**src/hw/rtl/kmer_window_minimizer_macros.svh**
```systemverilog
// Assertion macros for the k-mer window minimizer.
// Depends on nothing; included by kmer_window_minimizer.sv.
`ifndef KMER_WINDOW_MINIMIZER_MACROS_SVH
`define KMER_WINDOW_MINIMIZER_MACROS_SVH

// Same-cycle implication, disabled in reset.
`define KWM_ASSERT_NOW(lbl, clk, rst, ante, cons, msg) \
   lbl: assert property (@(posedge clk) disable iff (rst) (ante) |-> (cons)) else $error(msg);

// Next-cycle implication, disabled in reset.
`define KWM_ASSERT_NEXT(lbl, clk, rst, ante, cons, msg) \
   lbl: assert property (@(posedge clk) disable iff (rst) (ante) |=> (cons)) else $error(msg);

`endif

```
**src/hw/rtl/kwm_pkg.sv**
```systemverilog
// Shared types and constants for the k-mer window minimizer.
// No dependencies.
`timescale 1ns / 1ps
`default_nettype none

package kwm_pkg;

   localparam int MAX_KMER_LENGTH = 32;
   localparam int MAX_WINDOW      = 32;

   localparam int KMER_W  = 2 * MAX_KMER_LENGTH;
   localparam int POS_W   = 32;
   localparam int LEN_W   = 6;
   localparam int CSR_IW  = 2;
   localparam int RING_AW = $clog2(MAX_WINDOW);

   localparam logic [CSR_IW-1:0] CSR_KMER_LENGTH  = 2'd0;
   localparam logic [CSR_IW-1:0] CSR_WINDOW_KMERS = 2'd1;

   typedef enum logic [6:0] {
      ST_IDLE  = 7'b0000001,
      ST_PREP  = 7'b0000010,
      ST_SCAN  = 7'b0000100,
      ST_DRAIN = 7'b0001000,
      ST_EVAL  = 7'b0010000,
      ST_PUSH  = 7'b0100000,
      ST_FLUSH = 7'b1000000
   } state_type;

   // Clamp a raw register value to 1..hi.
   function automatic logic [LEN_W-1:0] clamp_len(input logic [LEN_W-1:0] raw,
                                                  input logic [LEN_W-1:0] hi);
      logic [LEN_W-1:0] r;
      if (raw == '0)     r = LEN_W'(1);
      else if (raw > hi) r = hi;
      else               r = raw;
      return r;
   endfunction

endpackage

`default_nettype wire

```
**src/hw/rtl/kmer_window_minimizer.sv**
```systemverilog
// Top level of the k-mer window minimizer: sequencer, k-mer ring memory, one comparator.
// Depends on kwm_pkg and kmer_window_minimizer_macros.svh.
`timescale 1ns / 1ps
`default_nettype none
`include "kmer_window_minimizer_macros.svh"

// Streams DNA one 2-bit base per req transfer (A<C<G<T) and packs the last k bases
// into a k-mer, first base most significant. From the k-th base on, each base yields
// the minimizer (smallest k-mer, earliest position on ties) of the newest
// min(w, k-mers seen) k-mers; on the base flagged stream_end the right-end
// minimizers of the newest n-1 down to 1 k-mers follow. A result is sent only when
// its (value, position) pair differs from the last one sent in this stream, and
// rsp_run_last marks the final result caused by a base. k-mers live in a 32-entry
// ring memory; one 64-bit comparator walks a window one entry per cycle. Steps: a
// base that forms no k-mer is accepted, prepared and finished; otherwise the prepare
// step writes the k-mer, the scan reads the window one ring entry at a time, a drain
// step covers the registered ring read and an evaluate step decides, before the
// finish step. The final base of a stream adds a scan, drain and evaluate for each
// right-end window, j = n-1 down to 1, plus a push step for each of its results
// before the last. Stalls on rsp_ready add cycles only when a
// result has to move into a still occupied rsp register. The window scan through
// the single read port of the ring sets the rate. req_ready is high only while the
// sequencer is idle; the last result of a base waits in the rsp register without
// holding off the next base, whose own results then wait behind it. Registers:
// index 0 is kmer_length, index 1 is window_kmers; 0 acts as 1, values above 32 act
// as 32, other indexes are ignored. Write them only between streams while the block
// is idle. Positions and the base count wrap at 2^32. After the final base the
// stream state clears so the next base starts a fresh stream.
module kmer_window_minimizer
   import kwm_pkg::*;
(
   input  wire                       clock,
   input  wire                       reset,
   // base input
   input  wire                       req_valid,
   output logic                      req_ready,
   input  wire  [1:0]                req_base,
   input  wire                       req_stream_end,
   // minimizer results
   output logic                      rsp_valid,
   input  wire                       rsp_ready,
   output logic [KMER_W-1:0]         rsp_kmer_value,
   output logic [POS_W-1:0]          rsp_kmer_position,
   output logic                      rsp_run_last,
   // configuration writes
   input  wire                       csr_wr_en,
   input  wire  [CSR_IW-1:0]         csr_index,
   input  wire  [LEN_W-1:0]          csr_wdata
);

   // ---------------- registers ----------------
   state_type            state_ff, state_in;
   logic [LEN_W-1:0]     klen_ff, klen_in;
   logic [LEN_W-1:0]     wlen_ff, wlen_in;

   logic [KMER_W-1:0]    cur_ff, cur_in;        // packed current k-mer
   logic [POS_W-1:0]     bs_ff, bs_in;          // bases seen in this stream
   logic                 last_ff, last_in;      // this base ends the stream
   logic [POS_W-1:0]     newest_ff, newest_in;  // position of newest k-mer
   logic [LEN_W-1:0]     win_len_ff, win_len_in; // k-mers in the current window
   logic [LEN_W-1:0]     cnt_ff, cnt_in;        // scan counter, oldest first

   // read stage of the scan
   logic                 rd_valid_ff, rd_valid_in;
   logic                 rd_first_ff, rd_first_in;
   logic [POS_W-1:0]     rd_pos_ff, rd_pos_in;
   logic [KMER_W-1:0]    rd_data_ff;

   // running minimum
   logic [KMER_W-1:0]    min_val_ff, min_val_in;
   logic [POS_W-1:0]     min_pos_ff, min_pos_in;

   // dedup state
   logic                 sent_any_ff, sent_any_in;
   logic [KMER_W-1:0]    sent_val_ff, sent_val_in;
   logic [POS_W-1:0]     sent_pos_ff, sent_pos_in;

   // one result held back until we know whether another follows
   logic                 pend_valid_ff, pend_valid_in;
   logic [KMER_W-1:0]    pend_val_ff, pend_val_in;
   logic [POS_W-1:0]     pend_pos_ff, pend_pos_in;

   // output register
   logic                 out_valid_ff, out_valid_in;
   logic [KMER_W-1:0]    out_val_ff, out_val_in;
   logic [POS_W-1:0]     out_pos_ff, out_pos_in;
   logic                 out_last_ff, out_last_in;

   // ring memory
   logic [KMER_W-1:0]    ring_mem [MAX_WINDOW];
   logic                 ring_we;
   logic [RING_AW-1:0]   ring_waddr;
   logic                 ring_re;
   logic [RING_AW-1:0]   ring_raddr;

   // ---------------- derived values ----------------
   logic [LEN_W-1:0]     k_eff, w_eff;
   logic [KMER_W-1:0]    kmer_mask;
   logic [POS_W-1:0]     newest_calc, count_calc;
   logic [LEN_W-1:0]     span_calc;
   logic [LEN_W-1:0]     scan_off;
   logic [POS_W-1:0]     scan_pos;
   logic                 out_free;
   logic                 is_dup;

   assign k_eff     = clamp_len(klen_ff, LEN_W'(MAX_KMER_LENGTH));
   assign w_eff     = clamp_len(wlen_ff, LEN_W'(MAX_WINDOW));
   // shift by 64 (k = 32) gives zero, so the mask becomes all ones
   assign kmer_mask = ~({KMER_W{1'b1}} << {k_eff, 1'b0});

   assign newest_calc = bs_ff - POS_W'(k_eff);
   assign count_calc  = newest_calc + POS_W'(1);
   assign span_calc   = ((count_calc == '0) || (count_calc > POS_W'(w_eff)))
                        ? w_eff : count_calc[LEN_W-1:0];

   assign scan_off = cnt_ff - LEN_W'(1);
   assign scan_pos = newest_ff - POS_W'(scan_off);

   assign out_free = !out_valid_ff || rsp_ready;
   assign is_dup   = sent_any_ff && (min_val_ff == sent_val_ff)
                     && (min_pos_ff == sent_pos_ff);

   assign ring_waddr = newest_calc[RING_AW-1:0];
   assign ring_raddr = scan_pos[RING_AW-1:0];

   assign req_ready         = (state_ff == ST_IDLE);
   assign rsp_valid         = out_valid_ff;
   assign rsp_kmer_value    = out_val_ff;
   assign rsp_kmer_position = out_pos_ff;
   assign rsp_run_last      = out_last_ff;

   // ---------------- sequencer ----------------
   always_comb begin
      state_in      = state_ff;
      klen_in       = klen_ff;
      wlen_in       = wlen_ff;
      cur_in        = cur_ff;
      bs_in         = bs_ff;
      last_in       = last_ff;
      newest_in     = newest_ff;
      win_len_in    = win_len_ff;
      cnt_in        = cnt_ff;
      rd_valid_in   = 1'b0;
      rd_first_in   = 1'b0;
      rd_pos_in     = rd_pos_ff;
      min_val_in    = min_val_ff;
      min_pos_in    = min_pos_ff;
      sent_any_in   = sent_any_ff;
      sent_val_in   = sent_val_ff;
      sent_pos_in   = sent_pos_ff;
      pend_valid_in = pend_valid_ff;
      pend_val_in   = pend_val_ff;
      pend_pos_in   = pend_pos_ff;
      out_valid_in  = out_valid_ff;
      out_val_in    = out_val_ff;
      out_pos_in    = out_pos_ff;
      out_last_in   = out_last_ff;
      ring_we       = 1'b0;
      ring_re       = 1'b0;

      if (out_valid_ff && rsp_ready) begin
         out_valid_in = 1'b0;
      end

      if (csr_wr_en) begin
         case (csr_index)
            CSR_KMER_LENGTH:  klen_in = csr_wdata;
            CSR_WINDOW_KMERS: wlen_in = csr_wdata;
            default:          ;
         endcase
      end

      // compare stage: strict less keeps the earliest (oldest) position on ties
      if (rd_valid_ff && (rd_first_ff || (rd_data_ff < min_val_ff))) begin
         min_val_in = rd_data_ff;
         min_pos_in = rd_pos_ff;
      end

      unique case (state_ff)
         ST_IDLE: begin
            if (req_valid) begin
               cur_in   = ((cur_ff << 2) | KMER_W'(req_base)) & kmer_mask;
               bs_in    = bs_ff + POS_W'(1);
               last_in  = req_stream_end;
               state_in = ST_PREP;
            end
         end
         ST_PREP: begin
            if (bs_ff >= POS_W'(k_eff)) begin
               ring_we    = 1'b1;
               newest_in  = newest_calc;
               win_len_in = span_calc;
               cnt_in     = span_calc;
               state_in   = ST_SCAN;
            end else begin
               state_in = ST_FLUSH;
            end
         end
         ST_SCAN: begin
            ring_re     = 1'b1;
            rd_valid_in = 1'b1;
            rd_first_in = (cnt_ff == win_len_ff);
            rd_pos_in   = scan_pos;
            cnt_in      = scan_off;
            if (cnt_ff == LEN_W'(1)) begin
               state_in = ST_DRAIN;
            end
         end
         ST_DRAIN: begin
            state_in = ST_EVAL;
         end
         ST_EVAL: begin
            if (!is_dup) begin
               sent_any_in = 1'b1;
               sent_val_in = min_val_ff;
               sent_pos_in = min_pos_ff;
            end
            if (!is_dup && pend_valid_ff) begin
               state_in = ST_PUSH;
            end else begin
               if (!is_dup) begin
                  pend_valid_in = 1'b1;
                  pend_val_in   = min_val_ff;
                  pend_pos_in   = min_pos_ff;
               end
               if (last_ff && (win_len_ff > LEN_W'(1))) begin
                  win_len_in = win_len_ff - LEN_W'(1);
                  cnt_in     = win_len_ff - LEN_W'(1);
                  state_in   = ST_SCAN;
               end else begin
                  state_in = ST_FLUSH;
               end
            end
         end
         ST_PUSH: begin
            // older pending result goes out, not the last of this base
            if (out_free) begin
               out_valid_in = 1'b1;
               out_val_in   = pend_val_ff;
               out_pos_in   = pend_pos_ff;
               out_last_in  = 1'b0;
               pend_val_in  = min_val_ff;
               pend_pos_in  = min_pos_ff;
               if (last_ff && (win_len_ff > LEN_W'(1))) begin
                  win_len_in = win_len_ff - LEN_W'(1);
                  cnt_in     = win_len_ff - LEN_W'(1);
                  state_in   = ST_SCAN;
               end else begin
                  state_in = ST_FLUSH;
               end
            end
         end
         ST_FLUSH: begin
            if (!pend_valid_ff || out_free) begin
               if (pend_valid_ff) begin
                  out_valid_in  = 1'b1;
                  out_val_in    = pend_val_ff;
                  out_pos_in    = pend_pos_ff;
                  out_last_in   = 1'b1;
                  pend_valid_in = 1'b0;
               end
               if (last_ff) begin
                  cur_in      = '0;
                  bs_in       = '0;
                  sent_any_in = 1'b0;
               end
               state_in = ST_IDLE;
            end
         end
         default: begin
            state_in = ST_IDLE;
         end
      endcase
   end

   always_ff @(posedge clock) begin
      if (reset) begin
         state_ff      <= ST_IDLE;
         klen_ff       <= LEN_W'(15);
         wlen_ff       <= LEN_W'(10);
         cur_ff        <= '0;
         bs_ff         <= '0;
         last_ff       <= 1'b0;
         rd_valid_ff   <= 1'b0;
         sent_any_ff   <= 1'b0;
         pend_valid_ff <= 1'b0;
         out_valid_ff  <= 1'b0;
      end else begin
         state_ff      <= state_in;
         klen_ff       <= klen_in;
         wlen_ff       <= wlen_in;
         cur_ff        <= cur_in;
         bs_ff         <= bs_in;
         last_ff       <= last_in;
         rd_valid_ff   <= rd_valid_in;
         sent_any_ff   <= sent_any_in;
         pend_valid_ff <= pend_valid_in;
         out_valid_ff  <= out_valid_in;
      end
   end

   always_ff @(posedge clock) begin
      newest_ff   <= newest_in;
      win_len_ff  <= win_len_in;
      cnt_ff      <= cnt_in;
      rd_first_ff <= rd_first_in;
      rd_pos_ff   <= rd_pos_in;
      min_val_ff  <= min_val_in;
      min_pos_ff  <= min_pos_in;
      sent_val_ff <= sent_val_in;
      sent_pos_ff <= sent_pos_in;
      pend_val_ff <= pend_val_in;
      pend_pos_ff <= pend_pos_in;
      out_val_ff  <= out_val_in;
      out_pos_ff  <= out_pos_in;
      out_last_ff <= out_last_in;
   end

   // ring memory: one write port, one registered read port
   always_ff @(posedge clock) begin
      if (ring_we) begin
         ring_mem[ring_waddr] <= cur_ff;
      end
   end

   always_ff @(posedge clock) begin
      if (ring_re) begin
         rd_data_ff <= ring_mem[ring_raddr];
      end
   end

   // ---------------- assertions ----------------
   `KWM_ASSERT_NOW(a_idle_no_pending, clock, reset, (state_ff == ST_IDLE), !pend_valid_ff, "held result left behind at idle")
   `KWM_ASSERT_NOW(a_scan_cnt_range, clock, reset, (state_ff == ST_SCAN), (cnt_ff >= LEN_W'(1)) && (cnt_ff <= win_len_ff) && (win_len_ff <= LEN_W'(MAX_WINDOW)), "scan counter out of window")
   `KWM_ASSERT_NOW(a_push_needs_pending, clock, reset, (state_ff == ST_PUSH), pend_valid_ff && sent_any_ff, "push without a held result")
   `KWM_ASSERT_NEXT(a_stream_clears, clock, reset, (state_ff == ST_FLUSH) && last_ff && (!pend_valid_ff || out_free), (bs_ff == '0) && !sent_any_ff && (state_ff == ST_IDLE), "stream state not cleared after final base")

endmodule

`default_nettype wire

```
**config.mk**
```make
export PLATFORM = sky130hd
export DESIGN_NAME = kmer_window_minimizer
export DESIGN_NICKNAME = d
export VERILOG_FILES = /design/src/hw/rtl/kwm_pkg.sv /design/src/hw/rtl/kmer_window_minimizer.sv
export VERILOG_INCLUDE_DIRS = /design/src /design/src/hw/rtl
export SDC_FILE = /design/constraint.sdc
export NUM_CORES = 2
export LEC_CHECK = 0
export BUFFER_PORTS_ARGS = -buffer_cell sky130_fd_sc_hd__buf_2
export CORE_MARGIN = 2
export CORE_UTILIZATION = 35
export DETAILED_ROUTE_END_ITERATION = 8
export GPL_TIMING_DRIVEN = 0
export SLEW_MARGIN = 20
export SYNTH_ARGS = -nofsm -noshare
export SYNTH_HDL_FRONTEND = slang
export SYNTH_SLANG_ARGS = --single-unit
export TNS_END_PERCENT = 30
```
**constraint.sdc**
```tcl
create_clock -name clock -period 12.4 [get_ports clock]
set_input_delay 2.48 -clock clock [delete_from_list [all_inputs] [get_ports clock]]
set_output_delay 2.48 -clock clock [all_outputs]
set_load 0.03 [all_outputs]
```
---- Word-level counts from Yosys, hierarchy flattened ----
Memory sizes are Yosys's and may differ from the RTL's. A register that Yosys moved wholly into a read port is not among the register bits.
Index checks and enable logic that the tools add are counted.
word-level totals
  bits in registers ....................... 582
  memory bits (writable) .................. 2048
  input port bits ......................... 16
  output and inout bits ................... 99
  logic and storage cells ................. 166
  memories kept ........................... 1
memories
  memory    words  bits a word  read ports  clocked after memory_dff  wr ports  line                         RTL
  ring_mem  32     64           1           1                         1         kmer_window_minimizer.sv:90  logic [KMER_W-1:0] ring_mem [MAX_WINDOW];
operators by class
  $add $sub $neg .......................... 6
  order comparisons ....................... 6
  equal/unequal tests ..................... 21
  shifts and indexed selects .............. 1
  multiplexer cells ....................... 67
  bitwise gates (word level) .............. 4
  reductions and logical operators ........ 36
operators with widths
  operator               count
  $mux 64                9
  $pmux 64 s2            3
  $mux 32                9
  $pmux 32 s2            3
  $mux 6                 12
  $add 32x1->32 const B  2
  $and 64x64->64         1
  $eq 64x64->1           1
  $lt 64x64->1           1
  $not 64->64            1
  $or 64x2->64           1
  $shl 64x7->64 const A  1
  $sub 32x6->32          2
  $mux 7                 7
  $pmux 7 s7             1
  $eq 32x32->1           1
  $ge 32x6->1            1
  $gt 32x6->1            1
  $logic_not 32->1       1
  $reduce_and 4->1       8
  $pmux 6 s4             1
  $ne 2x2->1 const B     9
  $pmux 6 s3             1
  $mux 1                 17
  24 further kinds       47

---- Longest topological paths before layout ----
  depth after elaboration ................. 10
  gate-level depth with buffers ........... 23

---- Worst setup path after synthesis ----
No wires, ideal clock.
  kind .................................... register to register
  start point ............................. register min_val_ff[1]
  end point ............................... register min_pos_ff[0] (enable)
  setup time .............................. 0.608 ns
  data arrival time ....................... 7.247 ns
  required time ........................... 11.792 ns
  slack ................................... 4.545 ns
  stages on the path, launching flop included .. 13
  buffers on the path ..................... 0
  period minus slack after synthesis ...... 7.855 ns
  cell sequence ........................... edfxtp_1 inv_1 ha_1 a21o_1 a21o_1 a21o_1 a21o_1 a21o_1 a21o_1 a21oi_1 o211ai_1 a21o_1 a31oi_1
on the way
  longest elaborated chain between the ends .. 3
ends and longest elaborated chain
  what                    line                          RTL
  start, declared         kmer_window_minimizer.sv:70   logic [KMER_W-1:0] min_val_ff, min_val_in;
  start signal, assigned  kmer_window_minimizer.sv:308  min_val_ff <= min_val_in;
  $lt 64x64->1            kmer_window_minimizer.sv:174  if (rd_valid_ff && (rd_first_ff || (rd_data_ff < min_val_ff))) begin
  $logic_or 1x1->1        kmer_window_minimizer.sv:174
  $logic_and 1x1->1       kmer_window_minimizer.sv:174
  end signal, assigned    kmer_window_minimizer.sv:309  min_pos_ff <= min_pos_in;
  end, declared           kmer_window_minimizer.sv:71   logic [POS_W-1:0] min_pos_ff, min_pos_in;
No other way between the ends.
A chain may end at the register's enable or synchronous reset.

---- Final worst setup path ----
  start point ............................. register klen_ff[5]
  end point ............................... register win_len_ff[4] (data pin)
on the way
  longest elaborated chain between the ends .. 10
  elaborated cells between the ends (all ways) .. 12
ends and longest elaborated chain
  what                                             line                          RTL
  start, declared                                  kmer_window_minimizer.sv:53   logic [LEN_W-1:0] klen_ff, klen_in;
  start signal, assigned                           kmer_window_minimizer.sv:290  klen_ff <= klen_in;
  $gt 6x6->1                                       kwm_pkg.sv:35                 else if (raw > hi) r = hi;
  $mux 6                                           kwm_pkg.sv:35
  $mux 6 (*)                                       kwm_pkg.sv:34                 if (raw == '0) r = LEN_W'(1);
  $sub 32x6->32 (*)                                kmer_window_minimizer.sv:111  assign newest_calc = bs_ff - POS_W'(k_eff);
  named net newest_calc[3]                         kmer_window_minimizer.sv:99   logic [POS_W-1:0] newest_calc, count_calc;
  $add 32x1->32 (*)                                kmer_window_minimizer.sv:112  assign count_calc = newest_calc + POS_W'(1);
  $gt 32x6->1 or $logic_not 32->1 (tied branches)  kmer_window_minimizer.sv:113  assign span_calc = ((count_calc == '0) || (count_calc > POS_W'(w_eff)))
  $logic_or 1x1->1                                 kmer_window_minimizer.sv:113
  $mux 6 (*)                                       kmer_window_minimizer.sv:114  ? w_eff : count_calc[LEN_W-1:0];
  $mux 6 (*)                                       kmer_window_minimizer.sv:189  if (bs_ff >= POS_W'(k_eff)) begin
  $pmux 6 s3 (*)                                   kmer_window_minimizer.sv:179  unique case (state_ff)
  named net win_len_in[4]                          kmer_window_minimizer.sv:60   logic [LEN_W-1:0] win_len_ff, win_len_in;
  end signal, assigned                             kmer_window_minimizer.sv:304  win_len_ff <= win_len_in;
  end, declared                                    kmer_window_minimizer.sv:60
Mark *: on every way through the listed nets, which the timed path passes. The rest lies on a longest branch. The select of a mux whose other input is x is not followed.

==> results_tabular.tex <==
\begin{tabular}{lr}
\hline
Metric & Value \\
\hline
\multicolumn{2}{l}{\textbf{Run status}} \\
Run status & complete, no violations \\
\multicolumn{2}{l}{\textbf{Routing}} \\
Drt pass-1 iters & 5 \\
Via density per instance & roughly 5.4 \\
Total number of vias & just over 50k \\
Initial drt markers & 6139 \\
Post-route DRC violation count & 0 \\
Post-detailed-routing wire length & roughly 270 mm \\
Number of nets still failing antenna checks after routing & 0 \\
Average wire per standard cell & approximately 28 um \\
\multicolumn{2}{l}{\textbf{Yosys}} \\
Synth unique cells & 87 \\
Post-synth top flop & sky130\_fd\_sc\_hd\_\_edfxtp\_1 \\
Yosys warning total & 0 \\
Proportion of synthesized chip area in sequential cells & 76.4\% \\
Summed instance area of the synthesized netlist & roughly 100000 sq um \\
Async set-reset flop share out of synthesis & 0\% \\
Flop and latch count out of synthesis & $\sim$2.7k \\
Gate count of the mapped netlist & just under 5k \\
Average cell area after synthesis & between 20 and 25 sq um \\
Post-synth net total & around 5k \\
Number of enable-type register cells in the synthesized netlist & 2573 \\
\multicolumn{2}{l}{\textbf{STA}} \\
Final Setup Violations & 0 \\
Final number of max-transition violations & 0 \\
Unrepaired setup endpoints after global routing & no \\
Final Hold Viols & 0 \\
Fmax & $\sim$150 MHz \\
Post-layout min period & roughly 6.9 ns \\
Relative slew slack & 18.6\% \\
Transition time at the pin with the least slew margin & 1.22 ns \\
Final period util & between 50\% and 60\% \\
Setup Total Neg Slack & 0 ns \\
Clock Skew & $\sim$0.098 ns \\
\multicolumn{2}{l}{\textbf{Worst setup path}} \\
Start-to-end type of the worst setup path & reg2reg \\
Worst Setup Start Kind & flip-flop \\
Crit end category & flip-flop \\
WP data required & about 13 ns \\
Arr. time, crit path & $\sim$7.5 ns \\
Maximum fanout along the worst path & 10 \\
\multicolumn{2}{l}{\textbf{Layout}} \\
Finished Layout Cells & slightly below 10k \\
Total Nets Final & between 5k and 6k \\
Layout Area Growth over Synthesis & 17.3\% \\
Top library cells by usage in the layout, fill and taps aside & sky130\_fd\_sc\_hd\_\_edfxtp\_1 (2573), sky130\_fd\_sc\_hd\_\_mux4\_2 (640), sky130\_fd\_sc\_hd\_\_clkbuf\_16 (295) \\
Proportion of layout cells with a drive suffix above 1 & 27.0\% \\
Most common cell after layout, fill and taps aside & sky130\_fd\_sc\_hd\_\_edfxtp\_1 \\
\multicolumn{2}{l}{\textbf{GRT}} \\
Via count of the first global-routing pass & approximately 52k \\
Number of antenna violations at the first check in global routing & 11 \\
First-pass GRT wire length & 382 mm \\
All-Layer GR Usage & roughly 18\% \\
Global route total overflow & 0 \\
Pin count of the biggest net entering global routing & between 80 and 90 \\
\multicolumn{2}{l}{\textbf{Clocking}} \\
\# Post-CTS Setup Buffers & 0 \\
CTS sink count & between 2k and 3k \\
Clock transition at the registers of the reported paths & $\sim$0.060 ns \\
Number of hold buffers added after CTS & 0 \\
Clock tree from TritonCTS & built \\
Post\_cts resized & 0 \\
Clock root cell & sky130\_fd\_sc\_hd\_\_clkbuf\_16 \\
Worst-case clock buffer depth & 4 \\
Worst skew pair latency & 0.97 ns \\
Inserted Clock Buffers & 290 \\
Count of H-tree levels built during CTS & 5 \\
\multicolumn{2}{l}{\textbf{Floorplanning}} \\
Initial core utilization & between 30\% and 40\% \\
Die W & between 500 and 600 um \\
Die Footprint & between 300000 and 400000 sq um \\
Cell row count & 200 \\
Die height & 550 um \\
IO Pins & around 120 \\
Core footprint & a little under 300000 sq um \\
\multicolumn{2}{l}{\textbf{Power and ir drop}} \\
Power after layout & a little under 20 mW \\
Largest voltage drop on the vdd net & about 0.00014 V \\
Static leakage & between 30 and 40 nW \\
Total power per unit cell area & $\sim$160 nW/um\^{}2 \\
\multicolumn{2}{l}{\textbf{Place}} \\
Number of input and output port buffers inserted & between 100 and 150 \\
\# placed instances & 9141 \\
Placer Congestion & 0.844 \\
Total half-perimeter wirelength after legalization and detailed placement & $\sim$190 mm \\
\multicolumn{2}{l}{\textbf{Run}} \\
Max Cap Viol & 0 \\
\multicolumn{2}{l}{\textbf{Worst hold path}} \\
Worst hold path type & reg2reg \\
\hline
\end{tabular}
-- sequential cells by signal (all words and copies together) (netlist names), 64 cells and up --
name	count
ring_mem	2048
cur_ff	64
min_val_ff	64
pend_val_ff	64
rd_data_ff	64
rsp_kmer_value	64
sent_val_ff	64
-- report_power, final --
group	switching, mW	internal, mW
Combinational	0.987	0.543
Sequential	0.0368	9.86
Clock	3.40	4.76
Total	4.43	15.2
-- final timing paths --
path | startpoint | to | cells past startpoint | slack (ns)
setup / recovery | klen_ff[5] | win_len_ff[4] | 21 | 5.52
hold / removal | pend_pos_ff[26] | rsp_kmer_position[26] | 0 | 0.36
setup reg to reg | klen_ff[5] | win_len_ff[4] | 21 | 5.52
hold reg to reg | pend_pos_ff[26] | rsp_kmer_position[26] | 0 | 0.36
-- cell usage after synthesis (all sizes together) (5+ instances only) --
master | n | area share, %
nand3 | 45 | 0.23
o21a | 9 | 0.065
nand2b | 18 | 0.11
dfxtp | 121 | 2.3
nor3 | 50 | 0.24
o22ai | 12 | 0.072
edfxtp | 2573 | 74
xor2 | 65 | 0.55
a221oi | 5 | 0.042
buf | 64 | 0.27
ha | 91 | 1.1
and3 | 10 | 0.060
mux2i | 14 | 0.13
xnor2 | 88 | 0.74
nand2 | 107 | 0.40
and4 | 11 | 0.095
a211oi | 14 | 0.12
clkbuf | 139 | 0.50
nor2 | 218 | 0.79
o21ai | 37 | 0.18
or3 | 18 | 0.11
nor4 | 34 | 0.22
o2bb2ai | 14 | 0.12
and2 | 8 | 0.048
or4 | 12 | 0.090
nor2b | 15 | 0.090
mux4 | 640 | 14
nand4 | 45 | 0.28
mux2 | 65 | 0.70
o211ai | 19 | 0.14
a21o | 46 | 0.33
inv | 131 | 0.47
a21oi | 58 | 0.28
a22oi | 59 | 0.42
a32oi | 12 | 0.11
a31oi | 8 | 0.048
-- critical path, cell delays in order (launching register included) --
cell and delay, ns:
sky130_fd_sc_hd__dfxtp_1 0.53, sky130_fd_sc_hd__clkbuf_1 0.55, sky130_fd_sc_hd__clkinv_1 0.66, sky130_fd_sc_hd__nand2_1 0.50, sky130_fd_sc_hd__ha_1 0.38, sky130_fd_sc_hd__nor2_1 0.13
sky130_fd_sc_hd__a21oi_1 0.09, sky130_fd_sc_hd__xnor2_1 0.71, sky130_fd_sc_hd__inv_1 0.32, sky130_fd_sc_hd__xnor2_1 0.31, sky130_fd_sc_hd__inv_1 0.10, sky130_fd_sc_hd__ha_1 0.31
sky130_fd_sc_hd__o21ai_0 0.08, sky130_fd_sc_hd__nand2b_1 0.08, sky130_fd_sc_hd__a211oi_1 0.33, sky130_fd_sc_hd__o22a_1 0.19, sky130_fd_sc_hd__o211ai_1 0.10, sky130_fd_sc_hd__nor4_1 0.33
sky130_fd_sc_hd__nand4_1 0.25, sky130_fd_sc_hd__clkbuf_1 0.26, sky130_fd_sc_hd__o21ai_0 0.20, sky130_fd_sc_hd__o221ai_1 0.16
-- metrics by stage --
stage,hold WS (ns),util [%],setup slack (ns),cell area (sq um)
3_3_place_gp,0.404,37.0,-1.49,110000
3_5_place_dp,0.405,38.2,5.77,113000
5_1_grt,0.364,41.3,5.25,122000
6_report,0.355,41.3,5.52,122000
4_1_cts,0.364,41.2,5.73,122000
2_1_floorplan,0.400,-,4.55,104000
-- per-layer routing --
metal | GRT usage (%) | part of all wire, % | vias up | routed length, um
li1 | - | - | 21587 | -
met1 | 23.5 | 41 | 27850 | 111000
met2 | 29.0 | 49 | 1974 | 131000
met3 | 3.16 | 6.6 | 431 | 17900
met4 | 6.09 | 3.5 | 4 | 9510
met5 | 0 | 0.010 | - | 27
-- cell families after synthesis --
logic type | share of synthesized area (%)
buffers and inverters | 1.25
xor gates and xnor gates | 1.29
AOI/OAI and AO/OA | 2.31
and+or+nand+nor | 2.93
adders and majority gates | 1.13
DFF | 76.4
muxes | 14.7
-- area by class of cell --
type	count	area (sq um)
clock buffer	362	7740
tap	3939	4930
antenna	3	7.51
fill	25660	174000
inverter	134	513
multi-input combinational	1913	23600
timing repair buffer	258	3850
clock inverter	130	1090
sequential	2694	79800
buffer	203	875
Note: power is estimated with default switching activity, not from simulation.
